[src/sv/integer_to_ascii_formatter_core_defines.svh]
// Assertion macros shared by the integer-to-ASCII formatter modules.
// Each user module must have i_clk and i_rst_n in scope.
`ifndef INTEGER_TO_ASCII_FORMATTER_CORE_DEFINES_SVH
`define INTEGER_TO_ASCII_FORMATTER_CORE_DEFINES_SVH

// Same-cycle implication, checked outside reset
`define INTFMT_ASSERT_NOW(label, ante, cons) \
    label: assert property (@(posedge i_clk) disable iff (!i_rst_n) (ante) |-> (cons)) \
        else $error("intfmt same-cycle check failed");

// Next-cycle implication, checked outside reset
`define INTFMT_ASSERT_NEXT(label, ante, cons) \
    label: assert property (@(posedge i_clk) disable iff (!i_rst_n) (ante) |=> (cons)) \
        else $error("intfmt next-cycle check failed");

`endif

[src/sv/intfmt_pkg.sv]
// Types and constants for the integer-to-ASCII formatter.
// Depends on nothing; used by intfmt_ctrl, intfmt_dp and the top level.
`default_nettype none

package intfmt_pkg;

    // Radix modes
    localparam logic [1:0] CMD_SDEC = 2'd0;
    localparam logic [1:0] CMD_UDEC = 2'd1;
    localparam logic [1:0] CMD_HEX  = 2'd2;
    localparam logic [1:0] CMD_OCT  = 2'd3;

    // Most digits a 32-bit value can take (octal)
    localparam int DIG_MAX = 11;
    localparam int DIG_AW  = 4;

    // Reciprocal of ten, exact for 32-bit dividends with a shift of 35
    localparam logic [31:0] RECIP10 = 32'hCCCC_CCCD;
    localparam int          RECIP_SH = 35;

    localparam logic [7:0] CH_ZERO  = 8'h30;
    localparam logic [7:0] CH_UPA   = 8'h41;
    localparam logic [7:0] CH_X     = 8'h78;
    localparam logic [7:0] CH_MINUS = 8'h2D;
    localparam logic [7:0] CH_SPACE = 8'h20;

    typedef struct packed {
        logic [1:0]  cmd;
        logic [31:0] value;
        logic [5:0]  field_width;
        logic        zero_pad;
        logic        alt_prefix;
    } t_in_beat;

    typedef struct packed {
        logic [7:0] out_char;
        logic       last;
    } t_out_beat;

    // Controller to datapath
    typedef struct packed {
        logic load;
        logic step;
        logic emit;
    } t_dp_cmd;

    // Datapath to controller
    typedef struct packed {
        logic conv_done;
        logic slot_free;
        logic last_char;
    } t_dp_stat;

    // Map a digit value to its upper-case ASCII character
    function automatic logic [7:0] digit_char(input logic [3:0] d);
        logic [7:0] r;
        if (d > 4'h9) begin
            r = CH_UPA + {4'h0, d} - 8'h0A;
        end else begin
            r = CH_ZERO + {4'h0, d};
        end
        return r;
    endfunction

endpackage

`default_nettype wire

[src/sv/intfmt_ctrl.sv]
// Sequencing state machine of the integer-to-ASCII formatter.
// Uses intfmt_pkg and the assertion macros header; drives intfmt_dp.
`default_nettype none
`include "integer_to_ascii_formatter_core_defines.svh"

module intfmt_ctrl (
    input  wire                       i_clk,
    input  wire                       i_rst_n,
    input  wire                       i_in_valid,
    output logic                      o_in_stall,
    input  wire intfmt_pkg::t_dp_stat i_stat,
    output intfmt_pkg::t_dp_cmd       o_cmd
);

    typedef enum logic [1:0] {
        ST_IDLE,
        ST_CONV,
        ST_EMIT
    } t_state;

    t_state r_state;
    logic   r_in_stall;

    // Issue datapath commands from the current state
    always_comb begin
        o_cmd.load = (r_state == ST_IDLE) && i_in_valid;
        o_cmd.step = (r_state == ST_CONV);
        o_cmd.emit = (r_state == ST_EMIT) && i_stat.slot_free;
    end

    assign o_in_stall = r_in_stall;

    // Advance state; hold input stall while an item is in flight
    always_ff @(posedge i_clk) begin
        if (!i_rst_n) begin
            r_state    <= ST_IDLE;
            r_in_stall <= 1'b0;
        end else begin
            case (r_state)
                ST_IDLE: begin
                    if (i_in_valid) begin
                        r_state    <= ST_CONV;
                        r_in_stall <= 1'b1;
                    end
                end
                ST_CONV: begin
                    if (i_stat.conv_done) begin
                        r_state <= ST_EMIT;
                    end
                end
                ST_EMIT: begin
                    if (i_stat.slot_free && i_stat.last_char) begin
                        r_state    <= ST_IDLE;
                        r_in_stall <= 1'b0;
                    end
                end
                default: begin
                    r_state    <= ST_IDLE;
                    r_in_stall <= 1'b0;
                end
            endcase
        end
    end

    `INTFMT_ASSERT_NOW(a_stall_idle, 1'b1, (r_state == ST_IDLE) == !r_in_stall)
    `INTFMT_ASSERT_NOW(a_cmd_onehot, 1'b1, $onehot0(o_cmd))
    `INTFMT_ASSERT_NEXT(a_load_conv, o_cmd.load, r_state == ST_CONV)
    `INTFMT_ASSERT_NEXT(a_last_idle, o_cmd.emit && i_stat.last_char, r_state == ST_IDLE)

endmodule

`default_nettype wire

[config.mk]
export PLATFORM = sky130hd
export DESIGN_NAME = intfmt_ctrl
export DESIGN_NICKNAME = d
export VERILOG_FILES = /design/src/sv/intfmt_pkg.sv /design/src/sv/intfmt_ctrl.sv
export VERILOG_INCLUDE_DIRS = /design/src /design/src/sv
export SDC_FILE = /design/constraint.sdc
export NUM_CORES = 1
export LEC_CHECK = 0
export ABC_CLOCK_PERIOD_IN_PS = 1200
export BUFFER_PORTS_ARGS = -buffer_cell sky130_fd_sc_hd__buf_2
export CAP_MARGIN = 20
export CORE_AREA = 2 2 39 41
export CTS_CLUSTER_DIAMETER = 120
export CTS_CLUSTER_SIZE = 40
export DETAILED_ROUTE_END_ITERATION = 12
export DIE_AREA = 0 0 41 43
export SETUP_SLACK_MARGIN = 0.2
export SYNTH_ARGS = -nofsm -noshare
export SYNTH_HDL_FRONTEND = slang
export SYNTH_SLANG_ARGS = --single-unit
[constraint.sdc]
create_clock -name i_clk -period 1.2 [get_ports i_clk]
set_input_delay 0.18 -clock i_clk [delete_from_list [all_inputs] [get_ports i_clk]]
set_output_delay 0.18 -clock i_clk [all_outputs]
set_load 0.02 [all_outputs]
---- Yosys cells after proc, flatten, opt, wreduce, memory -nomap -nowiden ----
Cells that the tools add are included.
storage, ports and cells
  register bits ........................... 3
  bits in latches ......................... 0
  memory bits (writable) .................. 0
  memory bits (read-only) ................. 0
  output and inout bits ................... 4
  logic and storage cells ................. 21
  memories ................................ 0
operators by class
  add/sub/neg operators ................... 0
  multipliers ............................. 0
  div/mod/pow operators ................... 0
  magnitude comparators ................... 0
  eq/ne operators ......................... 5
  shift operators ......................... 0
  mux-type cells .......................... 7
  bitwise operators ....................... 1
  reduce and logical (&&, ||, !) cells .... 6
operators by type and width
  cell                count
  $mux 2              3
  $pmux 2 s3          1
  $reduce_and 3->1    2
  $ne 2x2->1 const B  2
  $logic_and 1x1->1   3
  $pmux 1 s3          1
  $eq 2x1->1 const B  1
  $eq 2x2->1 const B  1
  $logic_not 2->1     1
  $mux 1              2
  $ne 2x1->1 const B  1
  $not 1->1           1

---- Depth between registers and ports, before layout ----
Gate-level depths: netlist (run 1).
  depth after elaboration ................. 3
  depth in mapped cells ................... 3
  depth with buffers taken out ............ 3

---- Worst setup path before layout (run 1) ----
OpenSTA, ideal clock, no wires.
  path type ............................... register -> register
  start ................................... reg r_state[1]
  end ..................................... reg r_in_stall (netlist: o_in_stall)
  library setup time ...................... 0.070 ns
  arrival time ............................ 0.922 ns
  data required time ...................... 1.130 ns
  path slack .............................. 0.208 ns
  stages on the path, launching flop included .. 4
  path buffers ............................ 0
  clock period less this slack ............ 0.992 ns
  cells stage by stage .................... dfxtp_1 nor3b_2 a31oi_1 a21boi_1
on the way
  cells in the longest elaborated chain, start to end .. 3
  elaborated cells on any way between the ends .. 8
  those cells by class .................... eq/ne (4); mux (1); bitwise (1); reduce/logical (2)
ends and longest elaborated chain
  element                                              RTL line           text
  start: declaration                                   intfmt_ctrl.sv:21  t_state r_state;
  start signal: assignment                             intfmt_ctrl.sv:36  r_state <= ST_IDLE;
  start signal: assignment                             intfmt_ctrl.sv:42  r_state <= ST_CONV;
  start signal: assignment                             intfmt_ctrl.sv:48  r_state <= ST_EMIT;
  $eq 2x2->1 (tied with other cells)                   intfmt_ctrl.sv:39  case (r_state)
  $ne 2x1->1 (no source line) (tied with other cells)  -
  $reduce_and 3->1 (no source line)                    -
  end signal: assignment                               intfmt_ctrl.sv:37  r_in_stall <= 1'b0;
  end signal: assignment                               intfmt_ctrl.sv:43  r_in_stall <= 1'b1;
  end signal: assignment                               intfmt_ctrl.sv:54  r_in_stall <= 1'b0;
  end: declaration                                     intfmt_ctrl.sv:22  logic r_in_stall;
Parallel ways exist; a longest one is shown, timed or not.
A chain may end at the register's enable or synchronous reset.

==> metrics.md, run 1 <==
| Metric | Value |
|---|---|
| Slew of the pin with the lowest slew margin | ~160 ps |
| Fin worst setup slack | around 100 ps |
| Largest net degree at the start of global routing | 6 |
| Worst setup path class | reg -> out |
| Cells after DPL | about 40 |
| Post-Route WL | 361 um |
| Placed inst area | ~210 um^2 |
| Worst reg2reg setup slack | 300 ps |
| Reg2reg path depth | 4 |
| Peak supply drop | approximately 0.24 mV |
| Setup crit end | o_cmd[2] |
| Vias in the first global route | 169 |
| Die area | 1760 um^2 |
| First-pass GRT wire length | 600 um |
| Status | completed |
| Clock transition at path regs | ~40 ps |
| Initial detailed-routing violation count | 0 |
| WP buf/inv | 1 |
| Hold Path Class | in -> reg |
| Crit path max-delay family | flip-flops |
| Core area | between 1000 and 1500 um^2 |
| I/O pin count | 10 |
| Detailed-route via count | 161 |
| Crit path depth | 2 |
| Arr. time, crit path | between 900 and 1000 ps |
| Met1 Use GR | 4.17% |
| FF-to-FF End | o_in_stall$_SDFFE_PN0P_ |
| CTS sink count | 3 |
| # fillers | 166 |
| Crit-path max FO | 4 |
| Post-route DRC | 0 |
| Setup_tns | 0 ps |
| Maximum clock rate | 0.910 GHz |
| # hold bufs at CTS | 0 |
| Syn Area/Cell | 9.23 um^2 |
| Minimum clock period | 1100 ps |
| Share of cells above drive strength 1 | 56.7% |
| Number of warnings issued by yosys | 0 |
| Area Overhead vs Synth | 76.3% |
| Commonest non-fill, non-tap cells in the layout | buf_2, clkbuf_4, buf_4 |
| 1st-pass router iterations | 1 |
| Final setup vio count | 0 |
| Clock Tree Root | clkbuf_4 |
| Inserted Diodes | 0 |
| Syn_nets | 22 |
| Endpoints failing hold | 0 |
| Initial antenna violation count | 0 |
| Slew HR | 89.4% |
| TritonCTS buffer count | 3 |
| Slowest cell delay on critical path | approximately 320 ps |
| Slew Viols, Final | 0 |
| Clk_lat worst skew | 230 ps |
| GPL Wtd Cong | just over 0.5 |
| Post-route cell area | roughly 260 um^2 |
| Nets@finish | 37 |
| Die width | 41 um |
| Most common cell after layout, fill and taps aside | buf_2 |
| Post-synthesis cell count | 16 |
| Critical Path End Type | output pin |
| Vias per cell | around 3.5 |
| P per Cell Area | roughly 1400 nW/um^2 |
| Mapped Area | 148 um^2 |
| Critical path launch point type | register |
| Max_cap viols | 0 |
| Max H-tree Level | 1 |
| Clk_skew | 0.876 ps |
| Rows | 14 |
| Fin cells | 46 |
| Drt wl/cell | 7.85 um |
| Met3 Resource Use GR | between 3 and 4% |
| Met2 Resource Use GR | ~8.4% |
| Dpl hpwl | 270 um |
| Tcrit/Tclk final | 91.6% |
| TritonCTS clock tree | built |
| Highest-delay cell along the critical path | dfxtp_2 |
| Register area share after synthesis | 40.7% |
| Flops & latches, synth | 3 |
| PortBufs | 9 |
| Gr usage total | roughly 5.8% |
| DP Worst Slack | roughly 250 ps |
| Worst path required time | 1020 ps |
| Die height | between 40 and 50 um |
| GR peak layer | met2 |
| GRT overflow | 0 |
| Crit path launch | r_state[0]$_SDFFE_PN0P_ |
| Largest buffer count on any clock path | 2 |
| Initial Utilization | around a tenth |
| Worst r2r src | r_state[0]$_SDFFE_PN0P_ |
| Critical-path cell list | nor3b_2 > buf_4 |
| ANT nets after route | 0 |
| Synth cell types | 12 |
| RSZ-0062 raised after global routing | yes |
| Leakage power | between 0.1 and 0.15 nW |
## cell usage after synthesis, drive strengths merged
cell    instances  area (um^2)
o21a            1         7.51
nor3b           1         12.5
a31oi           1         6.26
nand3b          1         7.51
inv             1         3.75
and3            1         6.26
dfxtp           3         60.1
nor2b           2         15.0
nand2b          1         6.26
nand2           2         7.51
a21boi          2         15.0
## per-stage QoR
step	power (mW)	hold WS (ps)	utilization (%)
2_1_floorplan	0.155	298	-
3_3_place_gp	0.178	433	15.4
3_5_place_dp	0.179	431	15.4
4_1_cts	0.376	185	18.8
5_1_grt	0.392	203	18.8
6_report	0.363	188	18.8
## report_power, final
group | switching [mW] | total (mW) | internal [mW]
clock network | 0.0518 | 0.176 | 0.125
registers | 0.00766 | 0.117 | 0.110
logic | 0.0331 | 0.0693 | 0.0363
## kinds of logic after synthesis
kind of cell | Yosys count | synth area share (%)
AND/OR/NAND/NOR | 8 | 37.3
AO/OA/AOI/OAI | 4 | 19.5
buffers and inverters | 1 | 2.54
flip-flops | 3 | 40.7
## state kept, by name, indices dropped and copies added, names as in the netlist
register    flops
r_state         2
o_in_stall      1
## worst min path at each step
stage          cells past startpoint                       to     from  slack, ps
2_1_floorplan                      1  r_state[0]$_SDFFE_PN0P_  i_rst_n        300
4_1_cts                            2  r_state[0]$_SDFFE_PN0P_  i_rst_n        180
3_3_place_gp                       2  r_state[0]$_SDFFE_PN0P_  i_rst_n        430
6_report                           2  r_state[0]$_SDFFE_PN0P_  i_rst_n        190
3_5_place_dp                       2  r_state[0]$_SDFFE_PN0P_  i_rst_n        430
5_1_grt                            2  r_state[0]$_SDFFE_PN0P_  i_rst_n        200
## worst reg2reg max path: cells and delay by family (launching register included)
kind | cells | cell delay (ps)
AO/OA/AOI/OAI | 2 | 170
buffers and inverters | 1 | 140
flip-flops | 1 | 320
AND/OR/NAND/NOR | 1 | 200
## cell type report
class	count	area (um^2)	area share [%]
inverters	1	3.75	1.44
repair buffers	10	63.8	24.5
flip-flops and latches	3	62.6	24.0
clock buffers	4	26.3	10.1
well taps	16	20.0	7.69
multi-input cells	12	83.8	32.2
## repair_timing
item	CTS	global route
buffers inserted	1	0
pin swaps	1	1
hold endpoints to repair	0	0
gates resized for setup	6	0
setup endpoints to repair	3	3
## layer usage
metal / share of wire, % / up-vias
li1: - / 83
met1: 35 / 72
met2: 53 / 6
met3: 11 / 0
met4: 0 / 0
met5: 0 / -
Power figures use the tool's default switching activity.
==> run 2: changes to the inputs <==
ABC_AREA = 1   (was default)
==> run 2 against run 1 <==
  * Combinational power is 33% higher
  * Design area is 17% higher
  * Sequential power hardly changed
  * First-iteration DRC count stayed put
  * Flip-flop and latch count stayed put
  * Synthesized cell count is 44% higher
  * Via count is 19% higher
  * Clock skew is 7.7 ps higher
  * Global-route usage is 0.21 points lower
  * Clock power is 5% higher
  * Non-clock buffer count is 2 higher
  * Worst setup slack worse by 7.7 ps
==> metrics.md, run 2 <==
| Metric | Value |
|---|---|
| Final Util | 22.0% (+3.2 points) |
| Clk_lat worst skew | 240 ps (about the same) |
| Initial Utilization | 11.1% (+0.45 points) |
| Met2 Resource Use GR | 7.81% (-0.63 points) |
| Sw Ratio | 28.6% (+3.1 points) |
| Post-Route WL | 420 um (+16%) |
| Syn Area/Cell | 6.69 um^2 (-27%) |
| Dpl hpwl | 311 um (+15%) |
| Slew of the pin with the lowest slew margin | 110 ps (-48.7 ps) |
| Placed inst area | 219 um^2 (+2.9%) |
| Largest net degree at the start of global routing | 5 (-1) |
| Number of warnings issued by yosys | 0 (unchanged) |
| CTS sink count | 3 (unchanged) |
| GR peak layer | met2 |
| Met1 Use GR | 5.11% (+0.95 points) |
| Mapped Area | 154 um^2 (+4.2%) |
| Nets@finish | 46 (+24%) |
| Rows | 14 (unchanged) |
| Worst setup path class | reg -> out |
| Die area | 1760 um^2 (unchanged) |
| Post-synth top cells | inv_1, nand2_1, dfxtp_1, nand3_1 |
| Cells after DPL | 48 (+17%) |
| Crit path launch | r_state[0]$_SDFFE_PN0P_ |
| Critical Path End Type | output pin |
| Syn_nets | 29 (+32%) |
| P per Cell Area | 1290 nW/um^2 (-7.6%) |
| Endpoints failing hold | 0 (unchanged) |
| Tcrit/Tclk final | 92.2% (+0.64 points) |
| Clock power frac | 47.1% (-1.5 points) |
| Clock Tree Root | clkbuf_4 |
| Max_cap viols | 0 (unchanged) |
| Status | completed |
| Die height | 43 um (unchanged) |
| FF-to-FF End | r_state[0]$_SDFFE_PN0P_ |
| Worst reg2reg setup slack | 300 ps (about the same) |
| Ys async rst share | 0% (unchanged) |
| Clk_skew | 8.56 ps (+7.68 ps) |
| Predominant post-synthesis flop cell | dfxtp_1 |
| 1st-pass router iterations | 1 (unchanged) |
| Clock transition at path regs | 30 ps (about the same) |
| PortBufs | 9 (unchanged) |
| Synth area leaders | dfxtp_1, inv_1, nand2_1 |
| Top-area cell type share of the netlist area | 39.0% (-1.7 points) |
| Most common cell after layout, fill and taps aside | buf_2 |
| Peak supply drop | 0.285 mV (+17%) |
| Initial detailed-routing violation count | 0 (unchanged) |
| Synth cell types | 11 (-1) |
| Largest reg by FF count | r_state |
| Vias in the first global route | 170 (+0.59%) |
| Slew Viols, Final | 0 (unchanged) |
| Detailed-route via count | 192 (+19%) |
| ANT nets after route | 0 (unchanged) |
| Sequential share of power | 29.4% (-2.9 points) |
| GPL Wtd Cong | 0.660 (+29%) |
| Largest buffer count on any clock path | 2 (unchanged) |
| TritonCTS buffer count | 3 (unchanged) |
| Largest register FFs | 2 (unchanged) |
| Drt wl/cell | 7.64 um (-2.7%) |
| Max H-tree Level | 1 (unchanged) |
| Post-synthesis cell count | 23 (+7) |
| Worst r2r src | r_state[1]$_SDFFE_PN0P_ |
| Share of cells above drive strength 1 | 64.1% (+7.4 points) |
| TritonCTS clock tree | built |
| Inserted Diodes | 0 (unchanged) |
| Number of synthesized flops with an enable pin | 0 (unchanged) |
| Commonest non-fill, non-tap cells in the layout | buf_2, inv_2 |
| Crit-path max FO | 4 (unchanged) |
| Post-route DRC | 0 (unchanged) |
| Minimum clock period | 1110 ps (+7.68 ps) |
| Register area share after synthesis | 39.0% (-1.7 points) |
| Arr. time, crit path | 930 ps (about the same) |
| Leakage power | 0.157 nW (+29%) |
| Initial antenna violation count | 0 (unchanged) |
| Critical path launch point type | register |
| Flops & latches, synth | 3 (unchanged) |
| Hold Path Class | in -> reg |
| Final setup vio count | 0 (unchanged) |
| I/O pin count | 10 (unchanged) |
| Combinational share of power | 23.5% (+4.4 points) |
| Reg2reg path depth | 5 (+1) |
| Met3 Resource Use GR | 3.14% (unchanged) |
| Setup_tns | 0 ps (unchanged) |
| Worst path required time | 1020 ps (about the same) |
| Die width | 41 um (unchanged) |
| RSZ-0062 raised after global routing | yes |
| Core area | 1380 um^2 (unchanged) |
| Internal Pwr Total | 280 uW (+3.4%) |
| Gr usage total | 5.61% (-0.21 points) |
| Setup crit end | o_cmd[2] |
| Vias per cell | 3.49 (-0.26%) |
| NetSw | 112 uW (+21%) |
| Yosys top cell by area | dfxtp_1 |
| GRT overflow | 0 (unchanged) |
| Post-route cell area | 304 um^2 (+17%) |
| Slew HR | 92.7% (+3.3 points) |
| Maximum clock rate | 0.904 GHz (-0.69%) |
| First-pass GRT wire length | 600 um (unchanged) |
| Area Overhead vs Synth | 97.6% |
| Fin cells | 55 (+20%) |
-- run 2: cell types whose count changed in the layout (fill, tap and decap cells not counted), moves of 2 or more --
cell / previous run / this run
inv_2: 0 / 4
dfxtp_2: 2 / 0
buf_6: 1 / 3
dfxtp_4: 0 / 2
nand2_2: 0 / 2
a21boi_1: 2 / 0
nand3_1: 0 / 3
-- run 2: worst min-delay path by stage --
stage	slack, ps	cells past startpoint	startpoint	end
finish	170	2	i_rst_n	r_state[0]$_SDFFE_PN0P_
CTS	170	2	i_rst_n	r_state[0]$_SDFFE_PN0P_
global placement	400	2	i_rst_n	r_state[0]$_SDFFE_PN0P_
floorplan	300	1	i_rst_n	r_state[0]$_SDFFE_PN0P_
global route	200	2	i_rst_n	r_state[0]$_SDFFE_PN0P_
detailed placement	410	2	i_rst_n	r_state[0]$_SDFFE_PN0P_
-- run 2: cell type report --
type / count / area, um^2
Fill cell: 167 / 1080
Timing Repair Buffer: 12 / 86.3
Tap cell: 16 / 20.0
Inverter: 6 / 22.5
Multi-Input combinational cell: 14 / 81.3
Sequential cell: 3 / 67.6
Clock buffer: 4 / 26.3
-- run 2: repair_timing --
| action | in CTS | in global routing |
|---|---|---|
| gates resized for setup | 13 | 3 |
| setup endpoints to repair | 3 | 3 |
| setup buffers | 3 | 0 |
| hold buffers | 0 | 0 |
| cloned | 0 | 0 |
| pin swaps | 3 | 3 |
-- run 2: critical path: stages (launching register included) --
cell     delay [ps]
dfxtp_4         350
nor2_4          110
nand2_2          60
inv_2            60
buf_6           110
-- run 2: power groups by stage --
stage               registers (mW)  clock network (mW)  logic, mW
floorplan                    0.119                   0     0.0381
global placement             0.115                   0     0.0644
detailed placement           0.116                   0     0.0653
CTS                          0.115               0.190     0.0895
global route                 0.117               0.195      0.102
finish                       0.115               0.185     0.0920
-- run 2: metrics by stage --
stage	total power [mW]	hold WS, ps	worst slack (ps)
after floorplan	0.157	298	349
after global placement	0.180	401	258
after detailed placement	0.181	409	252
after CTS	0.395	167	70.9
after global routing	0.414	201	45.1
final	0.392	175	93.3
-- run 2: logic make-up (layout without fill, tap and decap cells) --
logic type / Yosys count / after routing / synth area share, %
simple gates: 11 / 11 / 32.5
compound gates: 3 / 3 / 13.8
flops: 3 / 3 / 39.0
buf+inv: 6 / 22 / 14.6
-- run 2: metal layers --
| layer | up-vias | wire, um |
|---|---|---|
| li1 | 102 | - |
| met1 | 84 | 171 |
| met2 | 6 | 218 |
| met3 | 0 | 29 |
| met4 | 0 | 0 |
| met5 | - | 0 |
